`src/rtl/core/smx_pkg.sv`:
```
`default_nettype none

package smx_pkg;

  // Default configuration
  localparam int STACK_DEPTH = 64;
  localparam int VALUE_WIDTH = 32;

  // Fixed field widths of the transaction payloads
  localparam int OUT_WIDTH = 32;
  localparam int POS_WIDTH = 7;

  // Decoded instruction codes
  typedef enum logic [2:0] {
    REQ_PUSH    = 3'd0,
    REQ_ADD     = 3'd1,
    REQ_SUB     = 3'd2,
    REQ_DIV     = 3'd3,
    REQ_MUL     = 3'd4,
    REQ_OUT     = 3'd5,
    REQ_HALT    = 3'd6,
    REQ_INVALID = 3'd7
  } req_op_t;

  // Result status codes
  typedef enum logic [3:0] {
    STAT_OK       = 4'd0,
    STAT_ANSWER   = 4'd1,
    STAT_EMPTY    = 4'd2,
    STAT_LIST     = 4'd3,
    STAT_HALTED   = 4'd4,
    STAT_UNDERFLOW = 4'd5,
    STAT_INVALID  = 4'd6,
    STAT_IGNORED  = 4'd7,
    STAT_DIVZERO  = 4'd8,
    STAT_OVERFLOW = 4'd9
  } status_t;

  typedef struct packed {
    req_op_t                     req_type;
    logic signed [OUT_WIDTH-1:0] push_data;
  } req_t;

  typedef struct packed {
    status_t                     status;
    logic signed [OUT_WIDTH-1:0] value;
    logic [POS_WIDTH-1:0]        position;
    logic                        last;
  } rsp_t;

  // Controller states
  typedef enum logic [3:0] {
    FSM_IDLE,
    FSM_DECODE,
    FSM_RD_TOP,
    FSM_RD_SECOND,
    FSM_CHECK,
    FSM_MD_WAIT,
    FSM_WRITEBACK,
    FSM_EMIT,
    FSM_LIST
  } fsm_state_t;

  // Stack read address select
  typedef enum logic [1:0] {
    RD_TOP,
    RD_SECOND,
    RD_FIRST,
    RD_NEXT
  } rd_sel_t;

  // Controller to datapath commands
  typedef struct packed {
    logic    latch_req;
    logic    rd_en;
    rd_sel_t rd_sel;
    logic    wr_push;
    logic    wr_result;
    logic    set_halt;
    logic    set_pend;
    status_t pend_code;
    logic    cap_first;
    logic    cap_second;
    logic    calc_addsub;
    logic    md_start;
    logic    md_capture;
    logic    list_start;
    logic    list_load;
    logic    load_single;
  } dp_cmd_t;

  // Datapath to controller status
  typedef struct packed {
    req_op_t op;
    logic    halted;
    logic    full;
    logic    below_two;
    logic    empty;
    logic    first_zero;
    logic    md_done;
    logic    out_free;
    logic    list_last;
  } dp_status_t;

endpackage

`default_nettype wire

```
`src/rtl/core/smx_muldiv.sv`:
```
`default_nettype none

// Shared iterative multiply / divide unit, one bit per cycle.
// Multiply keeps the low VALUE_WIDTH bits; divide truncates toward zero.
module smx_muldiv #(
  parameter int VALUE_WIDTH = smx_pkg::VALUE_WIDTH
) (
  input  logic                   clk,
  input  logic                   rst,
  input  logic                   start,
  input  logic                   op_div,
  input  logic [VALUE_WIDTH-1:0] opnd_a,
  input  logic [VALUE_WIDTH-1:0] opnd_b,
  output logic                   done,
  output logic [VALUE_WIDTH-1:0] result
);

  localparam int VW = VALUE_WIDTH;
  localparam int SW = $clog2(VW + 1);

  logic          busy;
  logic          fin;
  logic [SW-1:0] step;
  logic          div_mode;
  logic          neg;
  logic [VW-1:0] x;
  logic [VW-1:0] y;
  logic [VW-1:0] acc;

  logic [VW:0]   rem_sh;
  logic [VW+1:0] diff;
  logic          borrow;

  // Restoring divide step
  assign rem_sh = {acc, x[VW-1]};
  assign diff   = {1'b0, rem_sh} - (VW + 2)'(y);
  assign borrow = diff[VW+1];

  // Sequencing
  always_ff @(posedge clk) begin
    if (rst) begin
      busy <= 1'b0;
      fin  <= 1'b0;
      done <= 1'b0;
      step <= '0;
    end else begin
      done <= 1'b0;
      if (start) begin
        busy <= 1'b1;
        step <= '0;
      end else if (busy) begin
        step <= step + SW'(1);
        if (step == SW'(VW - 1)) begin
          busy <= 1'b0;
          fin  <= 1'b1;
        end
      end else if (fin) begin
        fin  <= 1'b0;
        done <= 1'b1;
      end
    end
  end

  // Operand and accumulator registers
  always_ff @(posedge clk) begin
    if (start) begin
      div_mode <= op_div;
      acc      <= '0;
      if (op_div) begin
        x   <= opnd_a[VW-1] ? (VW'(0) - opnd_a) : opnd_a;
        y   <= opnd_b[VW-1] ? (VW'(0) - opnd_b) : opnd_b;
        neg <= opnd_a[VW-1] ^ opnd_b[VW-1];
      end else begin
        x   <= opnd_a;
        y   <= opnd_b;
        neg <= 1'b0;
      end
    end else if (busy) begin
      if (div_mode) begin
        acc <= borrow ? rem_sh[VW-1:0] : diff[VW-1:0];
        x   <= {x[VW-2:0], ~borrow};
      end else begin
        acc <= acc + (y[0] ? x : VW'(0));
        x   <= {x[VW-2:0], 1'b0};
        y   <= {1'b0, y[VW-1:1]};
      end
    end else if (fin) begin
      if (div_mode) begin
        result <= neg ? (VW'(0) - x) : x;
      end else begin
        result <= acc;
      end
    end
  end

endmodule

`default_nettype wire

```
`src/rtl/core/smx_datapath.sv`:
```
`default_nettype none

// Stack storage, counters, operand registers and the response register.
module smx_datapath #(
  parameter int STACK_DEPTH = smx_pkg::STACK_DEPTH,
  parameter int VALUE_WIDTH = smx_pkg::VALUE_WIDTH
) (
  input  logic                clk,
  input  logic                rst,
  input  smx_pkg::req_t       req,
  input  smx_pkg::dp_cmd_t    cmd,
  output smx_pkg::dp_status_t sts,
  output logic                rsp_valid,
  input  logic                rsp_ready,
  output smx_pkg::rsp_t       rsp
);

  localparam int VW = VALUE_WIDTH;
  localparam int AW = (STACK_DEPTH > 1) ? $clog2(STACK_DEPTH) : 1;
  localparam int CW = $clog2(STACK_DEPTH + 1);
  localparam int OW = smx_pkg::OUT_WIDTH;
  localparam int PW = smx_pkg::POS_WIDTH;
  localparam int EW = (VW > OW) ? VW : OW;

  logic [VW-1:0] mem [STACK_DEPTH];

  smx_pkg::req_t   req_q;
  smx_pkg::status_t pend;
  logic [CW-1:0]   cnt;
  logic            halted;
  logic [CW-1:0]   idx;
  logic [CW-1:0]   idx_plus;
  logic [VW-1:0]   rd_data;
  logic [VW-1:0]   opa;
  logic [VW-1:0]   opb;
  logic [VW-1:0]   res;
  logic [CW-1:0]   rd_idx;
  logic [AW-1:0]   rd_addr;
  logic [AW-1:0]   wr_addr;
  logic [VW-1:0]   wr_data;
  logic            wr_en;
  logic [EW-1:0]   rd_ext;
  logic [EW-1:0]   pv_ext;
  logic            out_free;
  logic            md_done;
  logic [VW-1:0]   md_result;

  // Width adaptation of stored values
  assign rd_ext   = EW'(signed'(rd_data));
  assign pv_ext   = EW'(req_q.push_data);
  assign idx_plus = idx + CW'(1);
  assign out_free = ~rsp_valid | rsp_ready;

  // Status toward the controller
  always_comb begin
    sts.op         = req_q.req_type;
    sts.halted     = halted;
    sts.full       = (cnt >= CW'(STACK_DEPTH));
    sts.below_two  = (cnt < CW'(2));
    sts.empty      = (cnt == '0);
    sts.first_zero = (opa == '0);
    sts.md_done    = md_done;
    sts.out_free   = out_free;
    sts.list_last  = (idx_plus == cnt);
  end

  // Stack read address
  always_comb begin
    case (cmd.rd_sel)
      smx_pkg::RD_TOP:    rd_idx = cnt - CW'(1);
      smx_pkg::RD_SECOND: rd_idx = cnt - CW'(2);
      smx_pkg::RD_FIRST:  rd_idx = '0;
      smx_pkg::RD_NEXT:   rd_idx = idx_plus;
      default:            rd_idx = '0;
    endcase
    rd_addr = rd_idx[AW-1:0];
  end

  function automatic logic [AW-1:0] rd_idx_wb(input logic [CW-1:0] c);
    logic [CW-1:0] t;
    t = c - CW'(2);
    return t[AW-1:0];
  endfunction

  // Stack write port
  always_comb begin
    wr_en = cmd.wr_push | cmd.wr_result;
    if (cmd.wr_push) begin
      wr_addr = cnt[AW-1:0];
      wr_data = pv_ext[VW-1:0];
    end else begin
      wr_addr = rd_idx_wb(cnt);
      wr_data = res;
    end
  end

  // Stack memory
  always_ff @(posedge clk) begin
    if (wr_en) begin
      mem[wr_addr] <= wr_data;
    end
    if (cmd.rd_en) begin
      rd_data <= mem[rd_addr];
    end
  end

  // Stack pointer and run state
  always_ff @(posedge clk) begin
    if (rst) begin
      cnt    <= '0;
      halted <= 1'b0;
    end else begin
      if (cmd.wr_push) begin
        cnt <= cnt + CW'(1);
      end else if (cmd.wr_result) begin
        cnt <= cnt - CW'(1);
      end
      if (cmd.set_halt) begin
        halted <= 1'b1;
      end
    end
  end

  // Request, operand and result registers
  always_ff @(posedge clk) begin
    if (cmd.latch_req) begin
      req_q <= req;
    end
    if (cmd.set_pend) begin
      pend <= cmd.pend_code;
    end
    if (cmd.cap_first) begin
      opa <= rd_data;
    end
    if (cmd.cap_second) begin
      opb <= rd_data;
    end
    if (cmd.calc_addsub) begin
      res <= (req_q.req_type == smx_pkg::REQ_SUB) ? (opb - opa) : (opb + opa);
    end else if (cmd.md_capture) begin
      res <= md_result;
    end
    if (cmd.list_start) begin
      idx <= '0;
    end else if (cmd.list_load) begin
      idx <= idx_plus;
    end
  end

  // Shared multiply / divide unit: second operand op first operand
  smx_muldiv #(
    .VALUE_WIDTH(VALUE_WIDTH)
  ) u_muldiv (
    .clk    (clk),
    .rst    (rst),
    .start  (cmd.md_start),
    .op_div (req_q.req_type == smx_pkg::REQ_DIV),
    .opnd_a (opb),
    .opnd_b (opa),
    .done   (md_done),
    .result (md_result)
  );

  // Response register
  always_ff @(posedge clk) begin
    if (rst) begin
      rsp_valid <= 1'b0;
    end else if (cmd.load_single | cmd.list_load) begin
      rsp_valid <= 1'b1;
    end else if (rsp_ready) begin
      rsp_valid <= 1'b0;
    end
  end

  always_ff @(posedge clk) begin
    if (cmd.load_single) begin
      rsp.status   <= pend;
      rsp.value    <= '0;
      rsp.position <= '0;
      rsp.last     <= 1'b1;
    end else if (cmd.list_load) begin
      rsp.status   <= (cnt == CW'(1)) ? smx_pkg::STAT_ANSWER : smx_pkg::STAT_LIST;
      rsp.value    <= rd_ext[OW-1:0];
      rsp.position <= PW'(idx) + PW'(1);
      rsp.last     <= sts.list_last;
    end
  end

  // Checks
  a_cnt_bound: assert property (@(posedge clk) disable iff (rst)
    cnt <= CW'(STACK_DEPTH))
    else $error("stack count beyond depth");

  a_halt_sticky: assert property (@(posedge clk) disable iff (rst)
    halted |=> halted)
    else $error("halted state released without reset");

  a_load_free: assert property (@(posedge clk) disable iff (rst)
    (cmd.load_single || cmd.list_load) |-> out_free)
    else $error("response register overwritten while held");

  a_push_legal: assert property (@(posedge clk) disable iff (rst)
    cmd.wr_push |-> (!halted && cnt < CW'(STACK_DEPTH)))
    else $error("push written while halted or full");

endmodule

`default_nettype wire

```
`src/rtl/core/smx_ctrl.sv`:
```
`default_nettype none

// Instruction sequencer for the stack machine.
module smx_ctrl (
  input  logic                clk,
  input  logic                rst,
  input  logic                req_valid,
  output logic                req_ready,
  input  smx_pkg::dp_status_t sts,
  output smx_pkg::dp_cmd_t    cmd
);

  smx_pkg::fsm_state_t state;
  smx_pkg::fsm_state_t state_next;

  always_ff @(posedge clk) begin
    if (rst) begin
      state <= smx_pkg::FSM_IDLE;
    end else begin
      state <= state_next;
    end
  end

  // Next state
  always_comb begin
    state_next = state;
    case (state)
      smx_pkg::FSM_IDLE: begin
        if (req_valid) begin
          state_next = smx_pkg::FSM_DECODE;
        end
      end
      smx_pkg::FSM_DECODE: begin
        if (sts.halted) begin
          state_next = smx_pkg::FSM_EMIT;
        end else if (sts.op inside {smx_pkg::REQ_ADD, smx_pkg::REQ_SUB,
                                    smx_pkg::REQ_DIV, smx_pkg::REQ_MUL}) begin
          state_next = sts.below_two ? smx_pkg::FSM_EMIT : smx_pkg::FSM_RD_TOP;
        end else if (sts.op == smx_pkg::REQ_OUT) begin
          state_next = sts.empty ? smx_pkg::FSM_EMIT : smx_pkg::FSM_LIST;
        end else begin
          state_next = smx_pkg::FSM_EMIT;
        end
      end
      smx_pkg::FSM_RD_TOP:    state_next = smx_pkg::FSM_RD_SECOND;
      smx_pkg::FSM_RD_SECOND: state_next = smx_pkg::FSM_CHECK;
      smx_pkg::FSM_CHECK: begin
        if (sts.op == smx_pkg::REQ_DIV && sts.first_zero) begin
          state_next = smx_pkg::FSM_EMIT;
        end else if (sts.op inside {smx_pkg::REQ_ADD, smx_pkg::REQ_SUB}) begin
          state_next = smx_pkg::FSM_WRITEBACK;
        end else begin
          state_next = smx_pkg::FSM_MD_WAIT;
        end
      end
      smx_pkg::FSM_MD_WAIT: begin
        if (sts.md_done) begin
          state_next = smx_pkg::FSM_WRITEBACK;
        end
      end
      smx_pkg::FSM_WRITEBACK: state_next = smx_pkg::FSM_EMIT;
      smx_pkg::FSM_EMIT: begin
        if (sts.out_free) begin
          state_next = smx_pkg::FSM_IDLE;
        end
      end
      smx_pkg::FSM_LIST: begin
        if (sts.out_free && sts.list_last) begin
          state_next = smx_pkg::FSM_IDLE;
        end
      end
      default: state_next = smx_pkg::FSM_IDLE;
    endcase
  end

  // Outputs
  always_comb begin
    cmd           = '0;
    cmd.rd_sel    = smx_pkg::RD_TOP;
    cmd.pend_code = smx_pkg::STAT_OK;
    req_ready     = 1'b0;
    case (state)
      smx_pkg::FSM_IDLE: begin
        req_ready     = 1'b1;
        cmd.latch_req = req_valid;
      end
      smx_pkg::FSM_DECODE: begin
        if (sts.halted) begin
          cmd.set_pend  = 1'b1;
          cmd.pend_code = smx_pkg::STAT_IGNORED;
        end else if (sts.op == smx_pkg::REQ_PUSH) begin
          cmd.set_pend = 1'b1;
          if (sts.full) begin
            cmd.set_halt  = 1'b1;
            cmd.pend_code = smx_pkg::STAT_OVERFLOW;
          end else begin
            cmd.wr_push   = 1'b1;
            cmd.pend_code = smx_pkg::STAT_OK;
          end
        end else if (sts.op inside {smx_pkg::REQ_ADD, smx_pkg::REQ_SUB,
                                    smx_pkg::REQ_DIV, smx_pkg::REQ_MUL}) begin
          if (sts.below_two) begin
            cmd.set_halt  = 1'b1;
            cmd.set_pend  = 1'b1;
            cmd.pend_code = smx_pkg::STAT_UNDERFLOW;
          end else begin
            cmd.rd_en  = 1'b1;
            cmd.rd_sel = smx_pkg::RD_TOP;
          end
        end else if (sts.op == smx_pkg::REQ_OUT) begin
          if (sts.empty) begin
            cmd.set_pend  = 1'b1;
            cmd.pend_code = smx_pkg::STAT_EMPTY;
          end else begin
            cmd.rd_en      = 1'b1;
            cmd.rd_sel     = smx_pkg::RD_FIRST;
            cmd.list_start = 1'b1;
          end
        end else begin
          cmd.set_halt  = 1'b1;
          cmd.set_pend  = 1'b1;
          cmd.pend_code = (sts.op == smx_pkg::REQ_HALT) ? smx_pkg::STAT_HALTED
                                                        : smx_pkg::STAT_INVALID;
        end
      end
      smx_pkg::FSM_RD_TOP: begin
        cmd.cap_first = 1'b1;
        cmd.rd_en     = 1'b1;
        cmd.rd_sel    = smx_pkg::RD_SECOND;
      end
      smx_pkg::FSM_RD_SECOND: begin
        cmd.cap_second = 1'b1;
      end
      smx_pkg::FSM_CHECK: begin
        if (sts.op == smx_pkg::REQ_DIV && sts.first_zero) begin
          cmd.set_halt  = 1'b1;
          cmd.set_pend  = 1'b1;
          cmd.pend_code = smx_pkg::STAT_DIVZERO;
        end else if (sts.op inside {smx_pkg::REQ_ADD, smx_pkg::REQ_SUB}) begin
          cmd.calc_addsub = 1'b1;
        end else begin
          cmd.md_start = 1'b1;
        end
      end
      smx_pkg::FSM_MD_WAIT: begin
        cmd.md_capture = sts.md_done;
      end
      smx_pkg::FSM_WRITEBACK: begin
        cmd.wr_result = 1'b1;
        cmd.set_pend  = 1'b1;
        cmd.pend_code = smx_pkg::STAT_OK;
      end
      smx_pkg::FSM_EMIT: begin
        cmd.load_single = sts.out_free;
      end
      smx_pkg::FSM_LIST: begin
        if (sts.out_free) begin
          cmd.list_load = 1'b1;
          if (!sts.list_last) begin
            cmd.rd_en  = 1'b1;
            cmd.rd_sel = smx_pkg::RD_NEXT;
          end
        end
      end
      default: begin
        cmd = '0;
      end
    endcase
  end

endmodule

`default_nettype wire

```
`src/rtl/core/stack_machine_executor_core.sv`:
```
// One instruction at a time; req_ready is high only while the sequencer is idle.
// Push, hlt, invalid, underflow and ignored respond from decode; divide by zero after the
// operand reads and check; add and sub after writeback; mul and div also wait on the
// one-bit-per-cycle shared multiply/divide unit. Out lists one element per cycle, while
// the response side accepts, through the single stack read port. Sync reset empties the
// stack and resumes.
`default_nettype none

module stack_machine_executor_core #(
  parameter int STACK_DEPTH = smx_pkg::STACK_DEPTH,
  parameter int VALUE_WIDTH = smx_pkg::VALUE_WIDTH
) (
  input  logic          clk,
  input  logic          rst,
  input  logic          req_valid,
  output logic          req_ready,
  input  smx_pkg::req_t req,
  output logic          rsp_valid,
  input  logic          rsp_ready,
  output smx_pkg::rsp_t rsp
);

  smx_pkg::dp_cmd_t    cmd;
  smx_pkg::dp_status_t sts;

  // Sequencer
  smx_ctrl u_ctrl (
    .clk       (clk),
    .rst       (rst),
    .req_valid (req_valid),
    .req_ready (req_ready),
    .sts       (sts),
    .cmd       (cmd)
  );

  // Stack and arithmetic
  smx_datapath #(
    .STACK_DEPTH(STACK_DEPTH),
    .VALUE_WIDTH(VALUE_WIDTH)
  ) u_datapath (
    .clk       (clk),
    .rst       (rst),
    .req       (req),
    .cmd       (cmd),
    .sts       (sts),
    .rsp_valid (rsp_valid),
    .rsp_ready (rsp_ready),
    .rsp       (rsp)
  );

endmodule

`default_nettype wire

```
`config.mk`:
```
export PLATFORM = sky130hd
export DESIGN_NAME = stack_machine_executor_core
export DESIGN_NICKNAME = d
export VERILOG_FILES = /design/src/rtl/core/smx_pkg.sv /design/src/rtl/core/smx_muldiv.sv /design/src/rtl/core/smx_datapath.sv /design/src/rtl/core/smx_ctrl.sv /design/src/rtl/core/stack_machine_executor_core.sv
export SDC_FILE = /design/constraint.sdc
export NUM_CORES = 2
export LEC_CHECK = 0
export ABC_AREA = 1
export ABC_CLOCK_PERIOD_IN_PS = 7320
export BUFFER_PORTS_ARGS = -buffer_cell sky130_fd_sc_hd__clkbuf_2
export CAP_MARGIN = 25
export CORE_ASPECT_RATIO = 2
export CORE_UTILIZATION = 54
export CTS_BUF_LIST = sky130_fd_sc_hd__clkbuf_16
export DETAILED_ROUTE_END_ITERATION = 7
export PLACE_DENSITY = 0.66
export SYNTH_ARGS = -nofsm -noshare
export SYNTH_HDL_FRONTEND = slang
export SYNTH_SLANG_ARGS = --single-unit
export TNS_END_PERCENT = 10
```
`constraint.sdc`:
```
create_clock -name clk -period 7.32 [get_ports clk]
set_clock_uncertainty 0.15 [all_clocks]
set_input_delay 0.366 -clock clk [delete_from_list [all_inputs] [get_ports clk]]
set_output_delay 0.366 -clock clk [all_outputs]
set_load 0.05 [all_outputs]
```
# ---- Word level (Yosys, flattened, before mapping)
# Memory sizes are Yosys's and may differ from the RTL's. A register that Yosys moved wholly into a read port is not among the register bits.
# Cells that the tools add are included.
dict set report word_totals {
  output_inout_bits 46
  rom_bits 0
  mem_count 1
  ff_bits 338
  wordCells 187
  ram_bits 2048
  latchBits 0
}
# memory depth width rd rd_clocked_by_memory_dff write_ports line_no
set memory_table {}
lappend memory_table {u_datapath.mem 64 32 1 1 1 smx_datapath.sv:25} ;# logic [VW-1:0] mem [STACK_DEPTH];
dict set report classes {
  magnitude_cmp 2
  add_sub_neg 12
  n_shift 0
  bitwise 8
  muxes 93
  n_mul 0
  div_mod_pow 0
  n_eq_ne 26
  n_reduce_logical 20
}
# cell count
set ops {}
lappend ops {{32-bit 2-to-1 mux} 18}
lappend ops {{1-bit by 32-bit subtractor with 32-bit output (first input constant)} 3}
lappend ops {{44-bit 2-to-1 mux} 2}
lappend ops {{32-bit adder} 2}
lappend ops {{4-bit 2-to-1 mux} 11}
lappend ops {{4-bit case mux with 9 select lines} 1}
lappend ops {{1-bit 2-to-1 mux} 34}
lappend ops {{33-bit by 32-bit subtractor with 34-bit output} 1}
lappend ops {{32-bit zero test} 1}
lappend ops {{32-bit subtractor} 1}
lappend ops {{6-bit 2-to-1 mux} 5}
lappend ops {{3-bit 2-to-1 mux} 8}
lappend ops {{6-bit case mux with 4 select lines} 1}
lappend ops {{4-bit by 3-bit equality test with 1-bit output (second input constant)} 4}
lappend ops {{5-bit 2-to-1 mux} 3}
lappend ops {{5-bit case mux with 3 select lines} 1}
lappend ops {{7-bit by 1-bit adder with 7-bit output (second input constant)} 2}
lappend ops {{7-bit 2-to-1 mux} 2}
lappend ops {{2-bit nonzero test} 6}
lappend ops {{2-bit 2-to-1 mux} 5}
lappend ops {{3-bit equality test (second input constant)} 3}
lappend ops {{3-bit case mux with 3 select lines} 1}
lappend ops {{4-bit by 2-bit equality test with 1-bit output (second input constant)} 2}
lappend ops {{2-bit by 1-bit inequality test with 1-bit output (second input constant)} 4}
lappend ops {{30 further kinds} 40}

# ---- Longest topological paths before layout
dict set report logic_depth {
  word_depth 10
  mapped_depth 25
  depth_no_buf 25
}

# ---- By module
# Synthesis repeated with hierarchy kept, for this count alone.
dict set report hier_totals {
  hier_cells 11399
  hier_area_um2 115011.6
}
# module n_inst area_per_inst_um2 cells_each
set by_module_without_submodules {}
lappend by_module_without_submodules {smx_datapath 1 101159.5 9200}
lappend by_module_without_submodules {smx_muldiv 1 13275.2 2088}
lappend by_module_without_submodules {smx_ctrl 1 576.8 111}

# ---- Worst setup path after synthesis
# Ideal clock, no wire load.
dict set report synth_path {
  path_kind {register -> register}
  startpoint {register u_datapath.opa[25]}
  endpoint {register u_datapath.u_muldiv.result[0] (enable)}
  stages_incl_launch_ff 12
  synth_period_minus_slack_ns 4.316
  slack_ns 3.004
  setup_time_ns 0.421
  t_arrival_ns 3.745
  cell_sequence {edfxtp_1 -> nor2_1 -> inv_1 -> nor3_1 -> nor4b_1 -> nand4_1 -> nand2_1 -> nor2_1 -> inv_2 -> nand2_1 -> clkbuf_1 -> nor2_1}
}
dict set report synth_between {
  elab_chain_cells 6
}
# item line_no
set synth_lines {}
lappend synth_lines {{from (decl)} smx_datapath.sv:34} ;# logic [VW-1:0] opa;
lappend synth_lines {{from (signal assigned)} smx_datapath.sv:133} ;# opa <= rd_data;
lappend synth_lines {{32-bit zero test} smx_datapath.sv:61} ;# sts.first_zero = (opa == '0);
lappend synth_lines {{1-bit logical AND} smx_ctrl.sv:135} ;# if (sts.op == smx_pkg::REQ_DIV && sts.first_zero) begin
lappend synth_lines {{2-bit 2-to-1 mux} smx_ctrl.sv:135}
lappend synth_lines {{2-bit 2-to-1 mux} smx_ctrl.sv:82} ;# case (state)
lappend synth_lines {{1-bit inverter (no line)} n/a}
lappend synth_lines {{3-bit AND reduction (no line)} n/a}
lappend synth_lines {{to (signal assigned)} smx_muldiv.sv:89} ;# result <= neg ? (VW'(0) - x) : x;
lappend synth_lines {{to (decl)} smx_muldiv.sv:15} ;# output logic [VALUE_WIDTH-1:0] result
# No other way between the ends.
# A chain may end at the register's enable or synchronous reset.

# ---- Final worst setup path
dict set report layout_path {
  startpoint {register u_datapath.cnt[0]}
  endpoint {register u_datapath.rd_data[25] (read register of u_datapath.mem) (data pin)}
}
dict set report layout_between {
  elab_chain_cells 9
  elab_cells_between_ends 19
}
# item line_no
set layout_lines {}
lappend layout_lines {{from (decl)} smx_datapath.sv:29} ;# logic [CW-1:0] cnt;
lappend layout_lines {{from (signal assigned)} smx_datapath.sv:114} ;# cnt <= cnt + CW'(1);
lappend layout_lines {{from (signal assigned)} smx_datapath.sv:116} ;# cnt <= cnt - CW'(1);
lappend layout_lines {{7-bit zero test} smx_datapath.sv:60} ;# sts.empty = (cnt == '0);
lappend layout_lines {{3-bit 2-to-1 mux} smx_ctrl.sv:111} ;# if (sts.empty) begin
lappend layout_lines {{3-bit 2-to-1 mux} smx_ctrl.sv:110} ;# end else if (sts.op == smx_pkg::REQ_OUT) begin
lappend layout_lines {{3-bit 2-to-1 mux} smx_ctrl.sv:100} ;# end else if (sts.op inside {smx_pkg::REQ_ADD, smx_pkg::REQ_SUB,
lappend layout_lines {{3-bit 2-to-1 mux} smx_ctrl.sv:91} ;# end else if (sts.op == smx_pkg::REQ_PUSH) begin
lappend layout_lines {{4-bit 2-to-1 mux} smx_ctrl.sv:88} ;# if (sts.halted) begin
lappend layout_lines {{3-bit case mux with 3 select lines} smx_ctrl.sv:82}
lappend layout_lines {{2-bit equality test, or another cell as far along} smx_datapath.sv:69} ;# case (cmd.rd_sel)
lappend layout_lines {{6-bit case mux with 4 select lines} smx_datapath.sv:69}
lappend layout_lines {{to (decl)} smx_datapath.sv:33} ;# logic [VW-1:0] rd_data;
# Parallel ways exist; a longest one is shown, timed or not.

==> results.py <==
metrics = {
    "cells_and_area": {
        "drive_gt1_share_pct": 7.25,
        "num-nets-final": 10800,
        "final_cell_mix": "2,982 x nand2_1, 2,317 x edfxtp_1, 2,001 x nand3_1, 948 x inv_1, 425 x nand3b_1",
        "syn2layout_area_growth_pct": 9.90,
        "final_cells": 13600,
        "final_common_cell": "nand2_1",
        "largest_reg_flops": 2048,
        "top_register": "u_datapath.mem",
        "top_regs": "u_datapath.mem x2048, u_datapath.rsp x44",
    },
    "clock_tree": {
        "cts_sinks": 2418,
        "path_clk_slew_ns": 0.07,
        "cts_tree": "built",
        "root_buffer": "clkbuf_16",
        "htree_levels": 4,
        "clk-insertion-delay-late_ns": 0.89,
        "cts_buffers": 214,
        "cts_buffer_depth": 4,
    },
    "critical_path": {
        "r2r_cells": 21,
        "crit_type": "reg2reg",
        "start_kind": "flop",
        "cp-end-kind": "flop",
        "reg2reg_slack_ns": 1.47,
        "r2r-start": "u_datapath.cnt[0]$_SDFFE_PP0P_",
        "critPathMaxFanout": 84,
        "r2r_end": "u_datapath.rd_data[25]$_DFFE_PP_",
        "crit_required_ns": 7.88,
        "crit_arrival_ns": 6.41,
    },
    "detailed_routing": {
        "wire_per_inst_um": 27.4,
        "firstDrtPassIters": 8,
        "drtIter0Drc": 9611,
        "via_per_inst": 6.02,
        "vias": 81700,
        "drc_errors": 0,
        "drtAntennaViolNets": 0,
        "drt_wl_total_um": 372000,
    },
    "yosys": {
        "synthFlopType": "edfxtp_1",
        "synth.largest_area_cell": "edfxtp_1",
        "ys_seq_area_share_pct": 64.7,
        "synth_top_area_share_pct": 62.9,
        "synth.area.top_cells": "edfxtp_1 63%, nand2_1 10%, nand3_1 9.1%",
        "yosys_warnings": 0,
        "async_flop_share_pct": 0,
        "synth_edf_count": 2317,
        "ys_seq_elements": 2418,
        "synth_fp_nets": 10900,
        "post_synth_instance_area_sq_um": 111000,
        "yosysUniqueCellTypes": 55,
        "synthCells": 10700,
        "synth_area_per_cell_sq_um": 10.3,
    },
    "min_path": {
        "holdPathStages": 2,
        "hp-start": "req[9]",
        "worstHoldEndpoint": "u_datapath.pv_ext[9]$_DFFE_PP_",
        "hold_path.class": "in2reg",
    },
    "global_route": {
        "grt_pass1_vias": 79400,
        "antenna_found_initial": 12,
        "grt_usage_pct": 35.8,
        "grt_remaining_overflow": 0,
        "grt_max_degree": 196,
        "grt_first_pass_wirelength_um": 534000,
    },
    "power_and_ir_drop": {
        "internal_power_w": 0.0285,
        "power_density_nw_per_um2": 431,
        "p_sw_share_pct": 45.6,
        "p_seq_share_pct": 32.9,
        "comb_power_share_pct": 46.0,
        "max-vdd-ir-drop_mv": 0.469,
        "p_leak_nw": 47.6,
        "pwr-share-clk_pct": 21.1,
        "power_switching_w": 0.0239,
    },
    "placed_design": {
        "gp_congestion": 1.00,
        "hpwl_um": 233000,
        "port_buffers": 84,
        "post-place-ws_ns": 1.76,
        "placed_cells": 13100,
    },
    "timing": {
        "fin_crit_ns": 5.85,
        "maxSlewViolCount": 0,
        "fin_crit_sh_pct": 79.9,
        "finalSetupTns_ns": 0,
        "hold_viol": 0,
        "worst_slack_ns": 1.47,
        "setup_viol": 0,
        "rsz0062_at_grt": "no",
        "whs_ns": 0.0466,
        "worst_pin_slew_ns": 1.30,
        "maxSlewHeadroom_pct": 13.1,
        "fmax_ghz": 0.171,
    },
    "job": {
        "cap_viol_max_count": 0,
    },
    "floorplan": {
        "rows": 234,
        "die_h_um": 642,
        "fp.dieW_um": 322,
        "start_util_pct": 54.4,
        "ios": 85,
        "dieArea_sq_um": 207000,
        "coreArea_sq_um": 203000,
    },
    "outcome": {
        "outcome": "finished clean",
    },
}
## area by class of cell
cell class	count	area, sq um
Antenna cell	7	17.5
Clock buffer	217	5430
Timing Repair Buffer	384	3210
Inverter	923	3500
Fill cell	16800	81600
Sequential cell	2418	71600
Clock inverter	159	1180
Tap cell	2714	3400
Multi-Input combinational cell	6750	33200
## kinds of logic (layout without fill, tap and decap cells)
logic type | after synthesis | after routing | synth area share [%]
and+or+nand+nor | 5858 | 5858 | 23.9
DFF | 2418 | 2418 | 64.7
buffers and inverters | 1550 | 1683 | 5.84
AOI/OAI and AO/OA | 628 | 628 | 3.09
xor gates and xnor gates | 154 | 154 | 1.22
adders and majority gates | 110 | 110 | 1.26
other | 0 | 7 | 0
## critical path, stage by stage (launching register included)
cell	delay, ns
dfxtp_1	0.65
buf_4	0.26
xor2_1	0.15
nand2_1	0.07
nor2_1	0.11
nand2_1	0.06
nor2_1	0.12
nand2_2	0.11
nand3_1	0.08
nand2_1	0.16
inv_8	0.49
nand2_8	0.50
inv_8	0.74
buf_12	0.30
nand2_1	0.08
nand2_1	0.06
nand2_1	0.05
nand3_1	0.08
nand3_1	0.10
nand3_1	0.20
nand3_1	0.66
nand2_1	0.27
## layer usage
layer / GRT usage (%) / part of all wire [%] / wire (um) / vias to the layer above
met5: 0 / 0 / 0 / -
met4: 30.1 / 9.7 / 35900 / 0
met3: 5.58 / 7.6 / 28300 / 1224
met2: 61.7 / 51 / 188000 / 4261
met1: 38.3 / 32 / 119000 / 39600
li1: - / - / - / 36600
## cells in the mapped netlist (24+ instances only)
cell type and n:
inv_1 907, xor2_1 93, clkbuf_1 143, a21oi_1 204
ha_1 107, buf_1 24, dfxtp_1 101, edfxtp_1 2317
nand2_1 3018, nand3b_1 425, o21ai_0 305, xnor2_1 61
nand3_1 2002, nor3_1 51, nor2_1 278, buf_2 438
nand4_1 25, o211ai_1 38
## power groups by stage
| stage | registers [W] | logic (W) | clock network [W] |
|---|---|---|---|
| 2_1_floorplan | 0.0173 | 0.0144 | 0 |
| 3_3_place_gp | 0.0175 | 0.0234 | 0 |
| 3_5_place_dp | 0.0175 | 0.0236 | 0 |
| 4_1_cts | 0.0172 | 0.0237 | 0.0111 |
| 5_1_grt | 0.0173 | 0.0257 | 0.0116 |
| 6_report | 0.0173 | 0.0241 | 0.0111 |
## how the worst max path moves through the flow
stage | from | end | slack, ns | depth (start not counted)
CTS | u_datapath.idx[0]$_SDFFE_PN0P_ | u_datapath.rd_data[25]$_DFFE_PP_ | 1.73 | 22
global placement | u_datapath.cnt[0]$_SDFFE_PP0P_ | u_datapath.rd_data[25]$_DFFE_PP_ | 1.22 | 19
floorplan | u_datapath.opa[25]$_DFFE_PP_ | u_datapath.u_muldiv.result[0]$_DFFE_PP_ | 3.00 | 11
global route | u_datapath.idx[0]$_SDFFE_PN0P_ | u_datapath.rd_data[25]$_DFFE_PP_ | 1.32 | 22
detailed placement | u_datapath.idx[0]$_SDFFE_PN0P_ | u_datapath.rd_data[25]$_DFFE_PP_ | 1.76 | 22
finish | u_datapath.cnt[0]$_SDFFE_PP0P_ | u_datapath.rd_data[25]$_DFFE_PP_ | 1.47 | 21
## metrics by stage
step,util [%],cell area (sq um),total power (W)
2_1_floorplan,-,111000,0.0317
3_3_place_gp,56.3,114000,0.0409
3_5_place_dp,56.3,114000,0.0411
4_1_cts,59.8,121000,0.0521
5_1_grt,59.8,122000,0.0546
6_report,59.8,122000,0.0525
## timing repair
item,CTS,global route
hold endpoints to repair,80,0
resized for setup,0,0
hold buffers,39,0
setup buffers,0,0
Power figures use the tool's default switching activity.
